--- src/rtl/core/mdhs_pkg.sv ---
// Package for the max-depth hash set insert core.
// Holds the channel payload types, the queue entry type, the back-end state
// codes and the fixed key-mixing constants. No dependencies.
package mdhs_pkg;

  // Fixed field widths.
  localparam int KEY_W   = 32;
  localparam int DEPTH_W = 5;
  localparam int SLOT_W  = KEY_W + DEPTH_W;

  // Key-mixing constants.
  localparam int           MIX_SH_A = 15;
  localparam int           MIX_SH_B = 12;
  localparam int           MIX_SH_C = 2;
  localparam int           MIX_SH_D = 4;
  localparam logic [31:0]  MIX_MUL  = 32'd2057;
  localparam int           MIX_SH_E = 16;

  // Queue between the front end and the probe engine.
  localparam int QUEUE_DEPTH = 4;
  localparam int QPTR_W      = 2;
  localparam int QCNT_W      = 3;

  // Input transaction payload.
  typedef struct packed {
    logic [KEY_W-1:0]   key;
    logic [DEPTH_W-1:0] depth;
  } mdhs_in_t;

  // Result transaction payload.
  typedef struct packed {
    logic changed;
    logic was_new;
    logic load_high;
    logic refused;
  } mdhs_out_t;

  // One classified item waiting for the probe engine.
  typedef struct packed {
    logic               key_zero;
    logic [KEY_W-1:0]   key;
    logic [DEPTH_W-1:0] depth;
    logic [31:0]        mix;
  } mdhs_qitem_t;

  // Queue status seen by the probe engine and the top level.
  typedef struct packed {
    logic              empty;
    logic [QCNT_W-1:0] count;
  } mdhs_qstat_t;

  // Probe engine states.
  typedef enum logic [1:0] {
    B_CLEAR,
    B_IDLE,
    B_PROBE
  } mdhs_bstate_t;

endpackage

--- src/rtl/core/mdhs_queue.sv ---
// Short queue between the front end and the probe engine.
// Uses mdhs_pkg for the entry type, depth and status struct.
module mdhs_queue
  import mdhs_pkg::*;
(
  input  logic        clk,
  input  logic        rst_n,
  input  logic        push,
  input  mdhs_qitem_t push_item,
  input  logic        pop,
  output mdhs_qitem_t head_item,
  output mdhs_qstat_t status
);

  mdhs_qitem_t       entry_r [QUEUE_DEPTH];
  logic [QPTR_W-1:0] wr_ptr_r, rd_ptr_r;
  logic [QCNT_W-1:0] count_r, count_nxt;

  // Occupancy tracking; the top level never pushes into a full queue.
  always_comb begin
    count_nxt = count_r;
    if (push && !pop) begin
      count_nxt = count_r + 1'b1;
    end else if (pop && !push) begin
      count_nxt = count_r - 1'b1;
    end
  end

  always_ff @(posedge clk) begin
    if (!rst_n) begin
      wr_ptr_r <= '0;
      rd_ptr_r <= '0;
      count_r  <= '0;
    end else begin
      count_r <= count_nxt;
      if (push) begin
        wr_ptr_r <= wr_ptr_r + 1'b1;
      end
      if (pop) begin
        rd_ptr_r <= rd_ptr_r + 1'b1;
      end
    end
  end

  always_ff @(posedge clk) begin
    if (push) begin
      entry_r[wr_ptr_r] <= push_item;
    end
  end

  assign head_item    = entry_r[rd_ptr_r];
  assign status.empty = (count_r == '0);
  assign status.count = count_r;

endmodule

--- config.mk ---
export PLATFORM = sky130hd
export DESIGN_NAME = mdhs_queue
export DESIGN_NICKNAME = d
export VERILOG_FILES = /design/src/rtl/core/mdhs_pkg.sv /design/src/rtl/core/mdhs_queue.sv
export SDC_FILE = /design/constraint.sdc
export NUM_CORES = 1
export LEC_CHECK = 0
export BUFFER_PORTS_ARGS = -buffer_cell sky130_fd_sc_hd__buf_2
export CAP_MARGIN = 0
export CORE_UTILIZATION = 50
export DETAILED_ROUTE_END_ITERATION = 8
export PLACE_DENSITY = 0.72
export SETUP_SLACK_MARGIN = 0.5
export SYNTH_ARGS = -nofsm -noshare
export SYNTH_HDL_FRONTEND = slang
export SYNTH_SLANG_ARGS = --single-unit
--- constraint.sdc ---
create_clock -name clk -period 5.3 [get_ports clk]
set_input_delay 1.06 -clock clk [delete_from_list [all_inputs] [get_ports clk]]
set_output_delay 1.06 -clock clk [all_outputs]
set_load 0.01 [all_outputs]
Yosys cells after proc, flatten, opt, wreduce, memory -nomap -nowiden
Memory sizes are Yosys's and may differ from the RTL's. A register that Yosys moved wholly into a read port is not among the register bits.
Cells that the tools add are included.
W data, S select, Z words.
- shift operators: 0
- $lt $le $gt $ge: 0
- mux-type cells: 6
- bitwise gates (word level): 0
- equal/unequal tests: 0
- $mul: 0
- reductions and logical operators: 6
- div/mod/pow operators: 0
- add/sub/neg operators: 4
- operators by type and width (cell ; count):
    $mux W3 ; 2
    $add A2 B1 Y2 const B ; 2
    $mux W2 ; 2
    $add A3 B1 Y3 const B ; 1
    $logic_not A3 Y1 ; 1
    $sub A3 B1 Y3 const B ; 1
    $logic_and A1 B1 Y1 ; 2
    $logic_not A1 Y1 ; 2
    $mux W1 ; 2
    $reduce_bool A2 Y1 ; 1
- bits in latches: 0
- bits of input ports: 74
- bits in writable memories: 280
- memories: 1
- register bits after elaboration: 7
- memory bits (read-only): 0
- word-level logic and storage cells: 20
- output and inout port bits: 74
- memories (memory ; depth ; width ; read ports ; clocked after memory_dff ; wr ports ; line ; RTL):
    entry_r ; 4 ; 70 ; 1 ; 1 ; 1 ; mdhs_queue.sv:15 ; mdhs_qitem_t entry_r [QUEUE_DEPTH];

Depth between registers and ports, before layout
- depth in word-level cells: 4
- mapped depth: 7
- mapped depth without buffers: 7

Worst setup path after synthesis
No wires, ideal clock.
- kind: input to register
- start: in push
- end: mem entry_r[0][0] in the netlist's numbering, enable pin
- data required time: 4865 ps
- setup slack: 2164 ps
- stages on the path: 1
- arrival time: 2700 ps
- setup time: 435 ps
- buffers on the path: 0
- cell sequence: and2_1
- word-level cells in the longest chain between the ends: 2
- ends and longest elaborated chain (element ; line ; RTL):
    from (decl) ; mdhs_queue.sv:8 ; input logic push,
    $mux W1 ; mdhs_queue.sv:46 ; if (push) begin
    $mux W1 (not written as such) ; mdhs_queue.sv:47 ; entry_r[wr_ptr_r] <= push_item;
    to (decl) ; mdhs_queue.sv:15 ;
Every way passes these cells.

==> impl_metrics.env <==
export IMPL_syn_area_sq_um=10600
export IMPL_crit_type="reg2out"
export IMPL_period_minus_slack_ns=3.66
export IMPL_rows=52
export IMPL_finalHoldViolCount=0
export IMPL_die_y_microns=148
export IMPL_vias_per_cell=5.41
export IMPL_firstDrtPassIters=4
export IMPL_synth_top_cell_area_share_pct=79.2
export IMPL_ios=148
export IMPL_initial_core_util_pct=51.8
export IMPL_layout_drive_gt1_share_pct=44.7
export IMPL_portBuffers=147
export IMPL_setup_worst_path_start_class="register"
export IMPL_dr_first_iter_drc_count=240
export IMPL_syn_nets=488
export IMPL_syn_avg_cell_area_sq_um=26.0
export IMPL_path_max_fanout=43
export IMPL_fmax_mhz=273
export IMPL_cp_top_family="flip-flops"
export IMPL_run_status="finished clean"
export IMPL_drc=0
export IMPL_fin_nets=652
export IMPL_antenna_found_initial=0
export IMPL_ys_seq_area_share_pct=80.9
export IMPL_pwr_density_cell_nw_per_um2=407
export IMPL_slowest_stage="dfxtp_4"
export IMPL_worstPathRequired_ns=4.24
export IMPL_ys_seq_elements=289
export IMPL_cpPeakStageDelay_ns=0.92
export IMPL_ant_nets=0
export IMPL_yosysTopAreaCell="edfxtp_1"
export IMPL_cp_depth=3
export IMPL_min_path_type="reg2reg"
export IMPL_cts_setup_buffers=0
export IMPL_num_vias=4672
export IMPL_grt_max_degree=71
export IMPL_wire_per_inst_microns=21.0
export IMPL_synth_cells=408
export IMPL_cts_sinks=289
export IMPL_maxSlewHeadroom_pct=25.7
export IMPL_tightest_slew_ns=1.12
export IMPL_final_cell_mix="edfxtp_1, buf_2, mux4_2"
export IMPL_clock_root_buffer="clkbuf_16"
export IMPL_endpoint_kind="output pin"
export IMPL_synth_top_cells_by_area="edfxtp_1, mux4_2, dfxtp_1, buf_12, ha_1"
export IMPL_ir_drop_uv=259
export IMPL_coreArea_sq_um=20500
export IMPL_cts_tree="done"
export IMPL_drv_slew=0
export IMPL_setup_violations_final=0
export IMPL_fin_util_pct=60.7
export IMPL_gp_congestion=0.704
export IMPL_fin_skew_ns=0.00986
export IMPL_dieArea_sq_um=21800
export IMPL_critical_path_arrival_ns=2.60
export IMPL_area_growth_pct=17.3
export IMPL_path_cells="buf_4 -> mux4_2 -> buf_2"
export IMPL_cts_buffer_depth=3
export IMPL_clk_latency_ns=0.53
export IMPL_postCtsHoldBufs=0
export IMPL_r2r_cells=3
export IMPL_final_common_cell="edfxtp_1"
export IMPL_grt_ovfl_total=0
export IMPL_grt_pass1_vias=5053
export IMPL_path_buf_inv=2
export IMPL_cts_buffers=29
export IMPL_rsz0062_at_grt="false"
export IMPL_globalRouteTotalUtil_pct=17.1
export IMPL_power_leakage_nw=4.20
export IMPL_h_tree_depth=1
export IMPL_ys_warnings_count=0
export IMPL_hpwl_microns=10200
export IMPL_hold_path_depth=2
export IMPL_grt_pass1_wl_microns=28100
export IMPL_postCtsResizedCells=0
export IMPL_drt_wl_total_microns=18100
export IMPL_maxCapViolCount=0
export IMPL_ys_types=20
export IMPL_die_x_microns=148
export IMPL_clk_pin_slew_worst_paths_ns=0.06
export IMPL_fin_crit_sh_pct=69.0
export IMPL_finalSetupTns_ns=0
-- worst reg2reg max path: stages, from the launching register on --
cell	delay, ns
dfxtp_1	0.35
inv_1	0.10
ha_1	0.15
and2_4	0.89
-- power by group --
part	total (mW)	switching [mW]	internal, mW
logic	0.431	0.215	0.216
clock network	1.95	0.786	1.16
registers	2.69	0.0649	2.63
-- cell type report --
type	instances	area, sq um
repair buffers	149	751
multi-input cells	99	1830
diodes	1	2.50
fillers	1442	8050
inverters	4	15.0
well taps	270	338
clock buffers	44	822
clock inverters	8	96.3
flip-flops and latches	289	8600
-- cells by family (layout without fill, tap and decap cells) --
logic type	count (synthesis)	count (layout)	share of synthesized area, %
XOR/XNOR	5	5	0.413
adder cells (fa/ha/maj)	6	6	0.778
AO/OA/AOI/OAI	2	2	0.118
other	0	1	0
buffers and inverters	20	205	1.93
flip-flops	289	289	80.9
multiplexers	72	72	15.0
AND/OR/NAND/NOR	14	14	0.790
-- synth_stat cells --
cell / number
xnor2_1: 2
edfxtp_1: 280
buf_1: 1
o21ai_0: 1
nand2_1: 1
xor2_1: 3
dfxtp_1: 9
nor2b_1: 2
ha_1: 5
mux2i_1: 2
buf_6: 1
buf_12: 7
a21boi_0: 1
fa_1: 1
and2_1: 9
buf_2: 7
inv_1: 4
or3_1: 1
mux4_2: 70
nor3_1: 1
-- state kept, by name (all words and copies together) (netlist names), named ones only --
signal    count
entry_r     280
count_r       3
rd_ptr_r      2
wr_ptr_r      2
-- through the flow --
stage	total power [mW]	worst slack, ns	cells	area, sq um	hold slack, ns
4_1_cts	5.12	1.50	863	12400	0.521
3_3_place_gp	3.16	2.10	811	11500	0.485
5_1_grt	5.24	1.39	863	12400	0.538
2_1_floorplan	3.01	2.16	408	10600	0.521
3_5_place_dp	3.18	2.07	811	11500	0.509
6_report	5.07	1.64	864	12400	0.521
-- final timing paths --
kind	startpoint	end	slack (ns)
max reg2reg	wr_ptr_r[0]	entry_r[2][52]	3.41
min	count_r[2]	count_r[2]	0.52
min reg2reg	count_r[2]	count_r[2]	0.52
max	register	head_item[36]	1.64
-- per-layer routing --
layer | global-route usage [%] | part of all wire (%)
met1 | 23.2 | 42
met2 | 28.5 | 49
met3 | 3.46 | 7.0
met4 | 4.95 | 2.0
met5 | 0 | 0
No activity file was read; power rests on OpenSTA's default activity.
