[src/rtl/core/mdhs_pkg.sv]
// Package for the max-depth hash set insert core.
// Holds the channel payload types, the queue entry type, the back-end state
// codes and the fixed key-mixing constants. No dependencies.
package mdhs_pkg;

  // Fixed field widths.
  localparam int KEY_W   = 32;
  localparam int DEPTH_W = 5;
  localparam int SLOT_W  = KEY_W + DEPTH_W;

  // Key-mixing constants.
  localparam int           MIX_SH_A = 15;
  localparam int           MIX_SH_B = 12;
  localparam int           MIX_SH_C = 2;
  localparam int           MIX_SH_D = 4;
  localparam logic [31:0]  MIX_MUL  = 32'd2057;
  localparam int           MIX_SH_E = 16;

  // Queue between the front end and the probe engine.
  localparam int QUEUE_DEPTH = 4;
  localparam int QPTR_W      = 2;
  localparam int QCNT_W      = 3;

  // Input transaction payload.
  typedef struct packed {
    logic [KEY_W-1:0]   key;
    logic [DEPTH_W-1:0] depth;
  } mdhs_in_t;

  // Result transaction payload.
  typedef struct packed {
    logic changed;
    logic was_new;
    logic load_high;
    logic refused;
  } mdhs_out_t;

  // One classified item waiting for the probe engine.
  typedef struct packed {
    logic               key_zero;
    logic [KEY_W-1:0]   key;
    logic [DEPTH_W-1:0] depth;
    logic [31:0]        mix;
  } mdhs_qitem_t;

  // Queue status seen by the probe engine and the top level.
  typedef struct packed {
    logic              empty;
    logic [QCNT_W-1:0] count;
  } mdhs_qstat_t;

  // Probe engine states.
  typedef enum logic [1:0] {
    B_CLEAR,
    B_IDLE,
    B_PROBE
  } mdhs_bstate_t;

endpackage

[src/rtl/core/mdhs_front.sv]
// Front end: takes input transactions, mixes the key in two halves around
// one register stage and pushes classified items into the queue. Uses mdhs_pkg.
module mdhs_front
  import mdhs_pkg::*;
(
  input  logic        clk,
  input  logic        rst_n,
  input  logic        take,
  input  mdhs_in_t    in_item,
  output logic        pending,
  output logic        push,
  output mdhs_qitem_t push_item
);

  logic                s1_valid_r;
  logic [KEY_W-1:0]    s1_key_r;
  logic [DEPTH_W-1:0]  s1_depth_r;
  logic [31:0]         s1_mix_r;
  logic [31:0]         k1, k2, k3, k4, k5, k6;

  // First half of the mix: invert-add, xor-shift, add-shift.
  always_comb begin
    k1 = ~in_item.key + (in_item.key << MIX_SH_A);
    k2 = k1 ^ (k1 >> MIX_SH_B);
    k3 = k2 + (k2 << MIX_SH_C);
  end

  always_ff @(posedge clk) begin
    if (!rst_n) begin
      s1_valid_r <= 1'b0;
    end else begin
      s1_valid_r <= take;
    end
  end

  always_ff @(posedge clk) begin
    if (take) begin
      s1_key_r   <= in_item.key;
      s1_depth_r <= in_item.depth;
      s1_mix_r   <= k3;
    end
  end

  // Second half of the mix: xor-shift, constant multiply, final fold.
  always_comb begin
    k4 = s1_mix_r ^ (s1_mix_r >> MIX_SH_D);
    k5 = k4 * MIX_MUL;
    k6 = k5 ^ (k5 >> MIX_SH_E);
  end

  // The zero key is classified here so the probe engine skips the table.
  assign pending            = s1_valid_r;
  assign push               = s1_valid_r;
  assign push_item.key_zero = (s1_key_r == '0);
  assign push_item.key      = s1_key_r;
  assign push_item.depth    = s1_depth_r;
  assign push_item.mix      = k6;

endmodule

[config.mk]
export PLATFORM = sky130hd
export DESIGN_NAME = mdhs_front
export DESIGN_NICKNAME = d
export VERILOG_FILES = /design/src/rtl/core/mdhs_pkg.sv /design/src/rtl/core/mdhs_front.sv
export SDC_FILE = /design/constraint.sdc
export NUM_CORES = 1
export LEC_CHECK = 0
export BUFFER_PORTS_ARGS = -buffer_cell sky130_fd_sc_hd__buf_2
export CAP_MARGIN = 20
export CORE_ASPECT_RATIO = 2
export CORE_UTILIZATION = 54
export DETAILED_ROUTE_END_ITERATION = 8
export GPL_TIMING_DRIVEN = 1
export PLACE_DENSITY = 0.79
export REMOVE_ABC_BUFFERS = 1
export SYNTH_ARGS = -nofsm -noshare
export SYNTH_HDL_FRONTEND = slang
export SYNTH_SLANG_ARGS = --single-unit
[constraint.sdc]
create_clock -name clk -period 4.65 [get_ports clk]
set_input_delay 0.6975 -clock clk [delete_from_list [all_inputs] [get_ports clk]]
set_output_delay 0.6975 -clock clk [all_outputs]
set_load 0.02 [all_outputs]
==> impl_table.tex, run 1 <==
\begin{tabular}{lr}
\hline
Metric & Value \\
\hline
\multicolumn{2}{l}{\textbf{Outcome}} \\
Run status & aborted with a tool error \\
Fail Step & global routing \\
Error msg & [ERROR GRT-0232] Routing congestion too high. Check the congestion heatmap in the GUI. \\
\multicolumn{2}{l}{\textbf{Floorplan}} \\
Num ports & between 100 and 150 \\
Width of the die & about 90 um \\
Number of rows created at floorplan & 63 \\
Initial core utilization & 55.1\% \\
Die span in y & about 180 um \\
\multicolumn{2}{l}{\textbf{Synth}} \\
Flop and latch count out of synthesis & 70 \\
Most used flip-flop cell after synthesis & edfxtp\_1 \\
Distinct cells, synth & 72 \\
Share of async-settable or async-resettable flops after synthesis & 0\% \\
Number of synthesized flops with an enable pin & 69 \\
Synthesized area per cell & between 9 and 10 um2 \\
Share of synthesized area occupied by flip-flops and latches & between 20\% and 30\% \\
Synth warn & 0 \\
Synthesized cell area & 8120 um2 \\
Cell count after synthesis & 850 \\
\multicolumn{2}{l}{\textbf{Place}} \\
Last weighted congestion value of the routability-driven placer & 0.968 \\
Placed wire-length estimate & between 20,000 and 25,000 um \\
Total of buffers placed on input and output ports & approximately 110 \\
\multicolumn{2}{l}{\textbf{Clock tree}} \\
CTS Hold Bufs & 0 \\
Inserted Clock Buffers & 9 \\
Deepest clock path buffer count & 2 \\
Root buffer cell & clkbuf\_16 \\
CTS sink count & 70 \\
Depth of the CTS H-tree & 3 \\
\multicolumn{2}{l}{\textbf{Global route}} \\
Maximum number of pins on one net before global-route repair & 37 \\
Sum of overflow across all layers after global routing & 3 \\
Gr usage total & a little under two thirds \\
\multicolumn{2}{l}{\textbf{STA}} \\
Last worst endpoint in the global-route repair\_timing & push\_item[7] \\
Pin type at the end of the worst path & primary output \\
\hline
\end{tabular}
[cell usage after synthesis (3+ instances only)]
master       n  area, um2
ha_1       125       1560
inv_1      120        450
xnor2_1     85        744
edfxtp_1    69       2070
a21oi_1     54        270
xor2_1      53        464
a21o_1      32        240
o21ai_0     32        160
nor2_1      31        116
nand2_1     30        113
fa_1        22        440
nand2b_1    13       81.3
nand3_1     12       60.1
o21a_1      12       90.1
nor3_1      11       55.1
nor2b_1     10       62.6
a31oi_1      9       56.3
a211oi_1     8       60.1
nor4_1       8       50.1
and2_1       7       43.8
and3_1       6       37.5
nand4_1      6       37.5
o211ai_1     6       45.0
or3_1        6       37.5
clkbuf_1     5       18.8
o2111ai_1    5       43.8
o21ai_1      5       25.0
o21bai_1     5       37.5
a211o_1      3       26.3
a211oi_2     3       37.5
mux2i_1      3       30.0
[stage by stage]
step | worst slack [ps] | instance area (um2) | instances | TNS [ps]
2_1_floorplan | -52.6 | 8060 | 840 | -228
3_3_place_gp | -376 | 10500 | 1367 | -7000
3_5_place_dp | -476 | 10500 | 1367 | -8380
4_1_cts | -287 | 11700 | 1391 | -3480
[layer usage]
metal,GRT usage (%),overflow
met3,43.5,0
met4,65.6,1
met5,9.44,0
met1,61.0,0
met2,84.8,2
[cells by family after synthesis]
family	count (synthesis)	share of synthesized area [%]
compound gates	205	17.2
simple gates	150	9.61
fa+ha+maj	148	24.8
xor+xnor	141	15.8
buf+inv	132	6.28
flops	70	25.8
mux	4	0.509
[what timing repair did]
action / 4_1_cts
setup buffers: 10
gates resized for setup: 130
pin swaps: 63
gates cloned: 0
endpoints found under the setup margin: 39
==> run 2: changes to the inputs <==
CORE_ASPECT_RATIO = unset   (was 2)
CORE_UTILIZATION = 40   (was 54)
PLACE_DENSITY = unset   (was 0.79)
PLACE_DENSITY_LB_ADDON = 0.15   (was unset)
clock period = 6 ns   (was 4.65 ns; I/O delays follow)
==> impl_table.tex, run 2 <==
\begin{tabular}{lr}
\hline
Metric & Value \\
\hline
\multicolumn{2}{l}{\textbf{Floorplan}} \\
Number of rows created at floorplan & approximately 50 \\
Die area & 20,900 um2 \\
Width of the die & 144 um \\
Num ports & about 110 \\
Initial core utilization & 41.3\% \\
Die span in y & between 100 and 150 um \\
Floorplan Core Area & just under 20,000 um2 \\
\multicolumn{2}{l}{\textbf{Route}} \\
Overall routed net length & 19,200 um \\
Residual DRC & 0 \\
Antenna-violating nets left & 0 \\
Violation count after the first detailed-route iteration & between 200 and 250 \\
Pre-antenna DRT Iters & 5 \\
Detailed-route wire length per cell & 15.5 um \\
Total number of vias & a little over 6,000 \\
Mean number of vias per cell & $\sim$5 \\
\multicolumn{2}{l}{\textbf{Critical path}} \\
Required time worst endpoint & 5100 ps \\
Critical path arrival & approximately 4700 ps \\
Endpoint type of the worst setup path & output port \\
Kind of start point of the critical path & flip-flop \\
Category of the most critical setup path & reg2out \\
Worst Path Max Fanout & 5 \\
\multicolumn{2}{l}{\textbf{Synth}} \\
Synthesized cell area & $\sim$8100 um2 \\
Ranking of synthesized cells by area & edfxtp\_1 (26\%), ha\_1 (19\%), xnor2\_1 (9.2\%), xor2\_1 (5.7\%), inv\_1 (5.6\%) \\
Share of async-settable or async-resettable flops after synthesis & 0\% \\
Synth warn & 0 \\
Share of synthesized area occupied by flip-flops and latches & around a quarter \\
Flop and latch count out of synthesis & 70 \\
Number of synthesized flops with an enable pin & 69 \\
Cell count after synthesis & between 800 and 900 \\
Distinct cells, synth & 72 \\
Leading cell types by count after synthesis & ha\_1 (125), inv\_1 (120), xnor2\_1 (85) \\
Synthesized area per cell & around 9.5 um2 \\
Most used flip-flop cell after synthesis & edfxtp\_1 \\
Most frequent cell after synthesis & ha\_1 \\
Biggest area consumer among synthesized cells & edfxtp\_1 \\
Top cell type's share of synthesized area & between 20\% and 30\% \\
\multicolumn{2}{l}{\textbf{Cells and area}} \\
Largest registers in the final layout & s1\_key\_r: 32 flops, s1\_mix\_r: 32 flops, s1\_depth\_r: 5 flops \\
Most common cell after layout, fill and taps aside & ha\_1 \\
Layout Area Growth over Synthesis & 14.8\% \\
Sequential cell area in the final layout & between 2000 and 2500 um2 \\
Inserted Diodes & 0 \\
Area of all placed cells without fillers & between 9000 and 10,000 um2 \\
Layout cell share with drive strength beyond 1 & roughly 16\% \\
Commonest non-fill, non-tap cells in the layout & ha\_1 (125), inv\_1 (120), buf\_2 (111) \\
Layout net count & around 1,200 \\
Layout Utilization & $\sim$47\% \\
Fill count & slightly below 2,000 \\
Area of combinational cells with multiple inputs & about 5500 um2 \\
\multicolumn{2}{l}{\textbf{Global route}} \\
Number of antenna violations at the first check in global routing & 0 \\
Wire length of the first global-routing pass & around 30,000 um \\
Gr usage total & between 10\% and 20\% \\
Maximum number of pins on one net before global-route repair & 71 \\
Sum of overflow across all layers after global routing & 0 \\
Via count of the first global-routing pass & between 5,000 and 6,000 \\
\multicolumn{2}{l}{\textbf{Place}} \\
Placed Area & $\sim$9000 um2 \\
Placed wire-length estimate & 16,400 um \\
Last weighted congestion value of the routability-driven placer & around 0.86 \\
Total of buffers placed on input and output ports & 111 \\
\multicolumn{2}{l}{\textbf{STA}} \\
Hold slack & about 730 ps \\
Transition time at the pin with the least slew margin & $\sim$860 ps \\
Share of the clock period used by the worst path & between 90 and 100\% \\
Tmin final & 5630 ps \\
Number of hold violations in the final report & 0 \\
Final setup violating endpoints & 0 \\
FMAX & between 150 and 200 MHz \\
Worst slew margin & between 40\% and 50\% \\
Post-Route Setup TNS & 0 ps \\
RSZ-0062 raised after global routing & no \\
Number of pins exceeding their max-slew limit in the final report & 0 \\
\multicolumn{2}{l}{\textbf{Clock tree}} \\
TritonCTS clock tree & built \\
Deepest clock path buffer count & 2 \\
Root buffer cell & clkbuf\_16 \\
Inserted Clock Buffers & 9 \\
Depth of the CTS H-tree & 3 \\
CTS sink count & 70 \\
Clock-pin slew reported for the worst setup and hold paths after clock tree synthesis & approximately 60 ps \\
Post-CTS repair timing setup buffer count & 0 \\
CTS Hold Bufs & 0 \\
Number of gates resized after CTS & 0 \\
\multicolumn{2}{l}{\textbf{Worst hold path}} \\
Type of the tightest min-delay check & in2reg \\
\multicolumn{2}{l}{\textbf{Outcome}} \\
Run status & finished, final reports clean \\
\multicolumn{2}{l}{\textbf{Job}} \\
Number of maximum-capacitance constraint violations & 0 \\
\hline
\end{tabular}
[run 2: cell counts after synthesis]
No cell type changed its count.
[run 2: cell type report]
class | instances | area share [%]
flip-flops and latches | 70 | 22.4
well taps | 265 | 3.56
inverters | 122 | 4.91
clock inverters | 6 | 1.01
repair buffers | 117 | 6.44
clock buffers | 10 | 2.46
multi-input cells | 648 | 59.2
[run 2: metrics by stage]
| stage | setup WS, ps | instances |
|---|---|---|
| after floorplan | 1090 | 840 |
| after global placement | 619 | 1222 |
| after detailed placement | 516 | 1222 |
| after CTS | 350 | 1238 |
| after global routing | 75.8 | 1238 |
| final | 369 | 1238 |
[run 2: cells by family after synthesis]
family          synth area share [%]
compound gates                  17.2
simple gates                    9.61
fa+ha+maj                       24.8
xor+xnor                        15.8
buf+inv                         6.28
flops                           25.8
mux                            0.509
[run 2: final timing paths]
check | from | endpoint | slack [ps] | cells past startpoint
max | s1_mix_r[4] | push_item[12] | 370 | 15
min | in_item[0] | s1_depth_r[0] | 730 | 1
[run 2: per-layer routing]
metal | up-vias | wire, um | global-route usage [%]
met1 | 2803 | 8960 | 24.0
met5 | - | 0 | 0
met3 | 13 | 567 | 2.45
met2 | 139 | 9310 | 32.8
li1 | 3245 | - | -
met4 | 0 | 329 | 5.54
[run 2: worst max-delay path, stage by stage (launching register included)]
cell and delay (ps):
edfxtp_1 420, xor2_1 390, ha_1 320, ha_1 300, ha_1 300, ha_1 350
a211o_1 270, o32ai_1 430, or3_1 200, a31oi_1 130, a31oi_1 360, o2111ai_1 210
a21oi_1 210, xnor2_1 170, xnor2_1 140, buf_2 180
Power of run 2 is not shown: default switching activity piles up to over one toggle a cycle in this logic, so the estimate is an artifact.
==> run 3: changes to the inputs <==
PLACE_DENSITY_LB_ADDON = unset   (was 0.15)
==> impl_table.tex, run 3 (synthesis results as in run 2) <==
\begin{tabular}{lr}
\hline
Metric & Value \\
\hline
\multicolumn{2}{l}{\textbf{Clock tree}} \\
TritonCTS clock tree & built \\
Number of gates resized after CTS & 0 \\
CTS sink count & 70 \\
Root buffer cell & clkbuf\_16 \\
Deepest clock path buffer count & 2 \\
Clock-pin slew reported for the worst setup and hold paths after clock tree synthesis & approximately 60 ps \\
CTS Hold Bufs & 0 \\
Inserted Clock Buffers & 9 \\
Post-CTS repair timing setup buffer count & 0 \\
Depth of the CTS H-tree & 3 \\
\multicolumn{2}{l}{\textbf{STA}} \\
FMAX & 178 MHz \\
Transition time at the pin with the least slew margin & 859 ps \\
Final setup violating endpoints & 0 \\
Number of hold violations in the final report & 0 \\
RSZ-0062 raised after global routing & no \\
Share of the clock period used by the worst path & 93.7\% \\
Worst slew margin & a little over two fifths \\
Tmin final & approximately 5600 ps \\
Number of pins exceeding their max-slew limit in the final report & 0 \\
Hold slack & roughly 730 ps \\
Post-Route Setup TNS & 0 ps \\
\multicolumn{2}{l}{\textbf{Job}} \\
Number of maximum-capacitance constraint violations & 0 \\
\multicolumn{2}{l}{\textbf{Place}} \\
Placed wire-length estimate & approximately 16,000 um \\
Last weighted congestion value of the routability-driven placer & slightly above 0.9 \\
Total of buffers placed on input and output ports & 111 \\
Post-placement cell count & $\sim$1,200 \\
\multicolumn{2}{l}{\textbf{Cells and area}} \\
Layout net count & between 1,000 and 1,500 \\
Sequential cell area in the final layout & about 2100 um2 \\
Layout cell share with drive strength beyond 1 & about 16\% \\
Layout Area Growth over Synthesis & 14.7\% \\
Layout Utilization & approximately 47\% \\
Commonest non-fill, non-tap cells in the layout & ha\_1 (125), inv\_1 (120), buf\_2 (111) \\
Inserted Diodes & 0 \\
Largest registers in the final layout & s1\_key\_r: 32 flops, s1\_mix\_r: 32 flops, s1\_depth\_r: 5 flops \\
Most common cell after layout, fill and taps aside & ha\_1 \\
Post-Layout Cell Count & around 1,200 \\
Area of combinational cells with multiple inputs & about 5500 um2 \\
Fill count & 1,890 \\
\multicolumn{2}{l}{\textbf{Route}} \\
Residual DRC & 0 \\
Detailed-route wire length per cell & about 16 um \\
Overall routed net length & $\sim$19,000 um \\
Mean number of vias per cell & 5.18 \\
Pre-antenna DRT Iters & 4 \\
Total number of vias & around 6,400 \\
Violation count after the first detailed-route iteration & 229 \\
Antenna-violating nets left & 0 \\
\multicolumn{2}{l}{\textbf{Worst hold path}} \\
Type of the tightest min-delay check & in2reg \\
Startpoint of the worst hold path & in\_item[1] \\
Sink of the worst hold path & s1\_depth\_r[1] \\
Cell count of the worst hold path & 1 \\
\multicolumn{2}{l}{\textbf{Global route}} \\
Met3 usage in global routing & under 10\% \\
Via count of the first global-routing pass & between 6,000 and 7,000 \\
Gr usage total & 18.9\% \\
Maximum number of pins on one net before global-route repair & about 70 \\
Wire length of the first global-routing pass & approximately 30,000 um \\
Met2 global-route usage & between 30\% and 40\% \\
Most heavily used metal layer in global routing & met2 \\
Number of antenna violations at the first check in global routing & 0 \\
Met1 Usage GRT & between 20\% and 30\% \\
Sum of overflow across all layers after global routing & 0 \\
\multicolumn{2}{l}{\textbf{Floorplan}} \\
Die span in y & between 100 and 150 um \\
Width of the die & 144 um \\
Floorplan Core Area & 19,700 um2 \\
Num ports & roughly 110 \\
Die area & 20,900 um2 \\
Initial core utilization & slightly above 40\% \\
Number of rows created at floorplan & 51 \\
\multicolumn{2}{l}{\textbf{Critical path}} \\
Category of the most critical setup path & reg2out \\
Worst Path Max Fanout & 6 \\
Endpoint type of the worst setup path & output port \\
Critical path arrival & roughly 4700 ps \\
Required time worst endpoint & between 5000 and 6000 ps \\
Kind of start point of the critical path & flip-flop \\
\multicolumn{2}{l}{\textbf{Outcome}} \\
Run status & finished, final reports clean \\
\hline
\end{tabular}
==> run 3: final cells by class <==
cell class / count / area share, %
inverter: 122 / 4.92
multi-input combinational: 648 / 59.2
timing repair buffer: 116 / 6.37
clock inverter: 6 / 1.01
clock buffer: 10 / 2.46
tap: 265 / 3.56
sequential: 70 / 22.5
==> run 3: how the worst max path moves through the flow <==
stage / start / endpoint / depth (start not counted)
2_1_floorplan: in_item[20] / s1_mix_r[29] / 19
3_3_place_gp: in_item[20] / s1_mix_r[24] / 18
3_5_place_dp: in_item[20] / s1_mix_r[24] / 18
4_1_cts: s1_mix_r[8] / push_item[14] / 15
5_1_grt: s1_mix_r[8] / push_item[14] / 15
6_report: s1_mix_r[10] / push_item[31] / 18
==> run 3: stage by stage <==
stage	setup slack, ps	cell area (um2)
after global placement	462	8980
after CTS	323	9310
after floorplan	1090	8060
after global routing	11.5	9310
final	378	9310
after detailed placement	414	8990
==> run 3: routing by layer <==
metal / part of all wire, % / wire length [um] / up-vias
met5: 0 / 0 / -
met4: 3.0 / 575 / 0
met3: 3.8 / 733 / 30
met2: 48 / 9180 / 183
met1: 45 / 8700 / 2947
li1: - / - / 3248
==> run 3: critical path, stage by stage, from the launching register on <==
cell	delay, ps
edfxtp_1	420
xor2_1	390
ha_1	310
inv_1	80
fa_1	420
inv_1	70
ha_1	230
ha_1	390
a21o_1	260
a21o_1	180
a21o_1	170
a21oi_1	190
o22ai_1	110
a21oi_1	200
a21oi_1	150
a21o_1	180
a21oi_1	300
xnor2_1	150
buf_2	170
Power of run 3 is left out for the same reason.
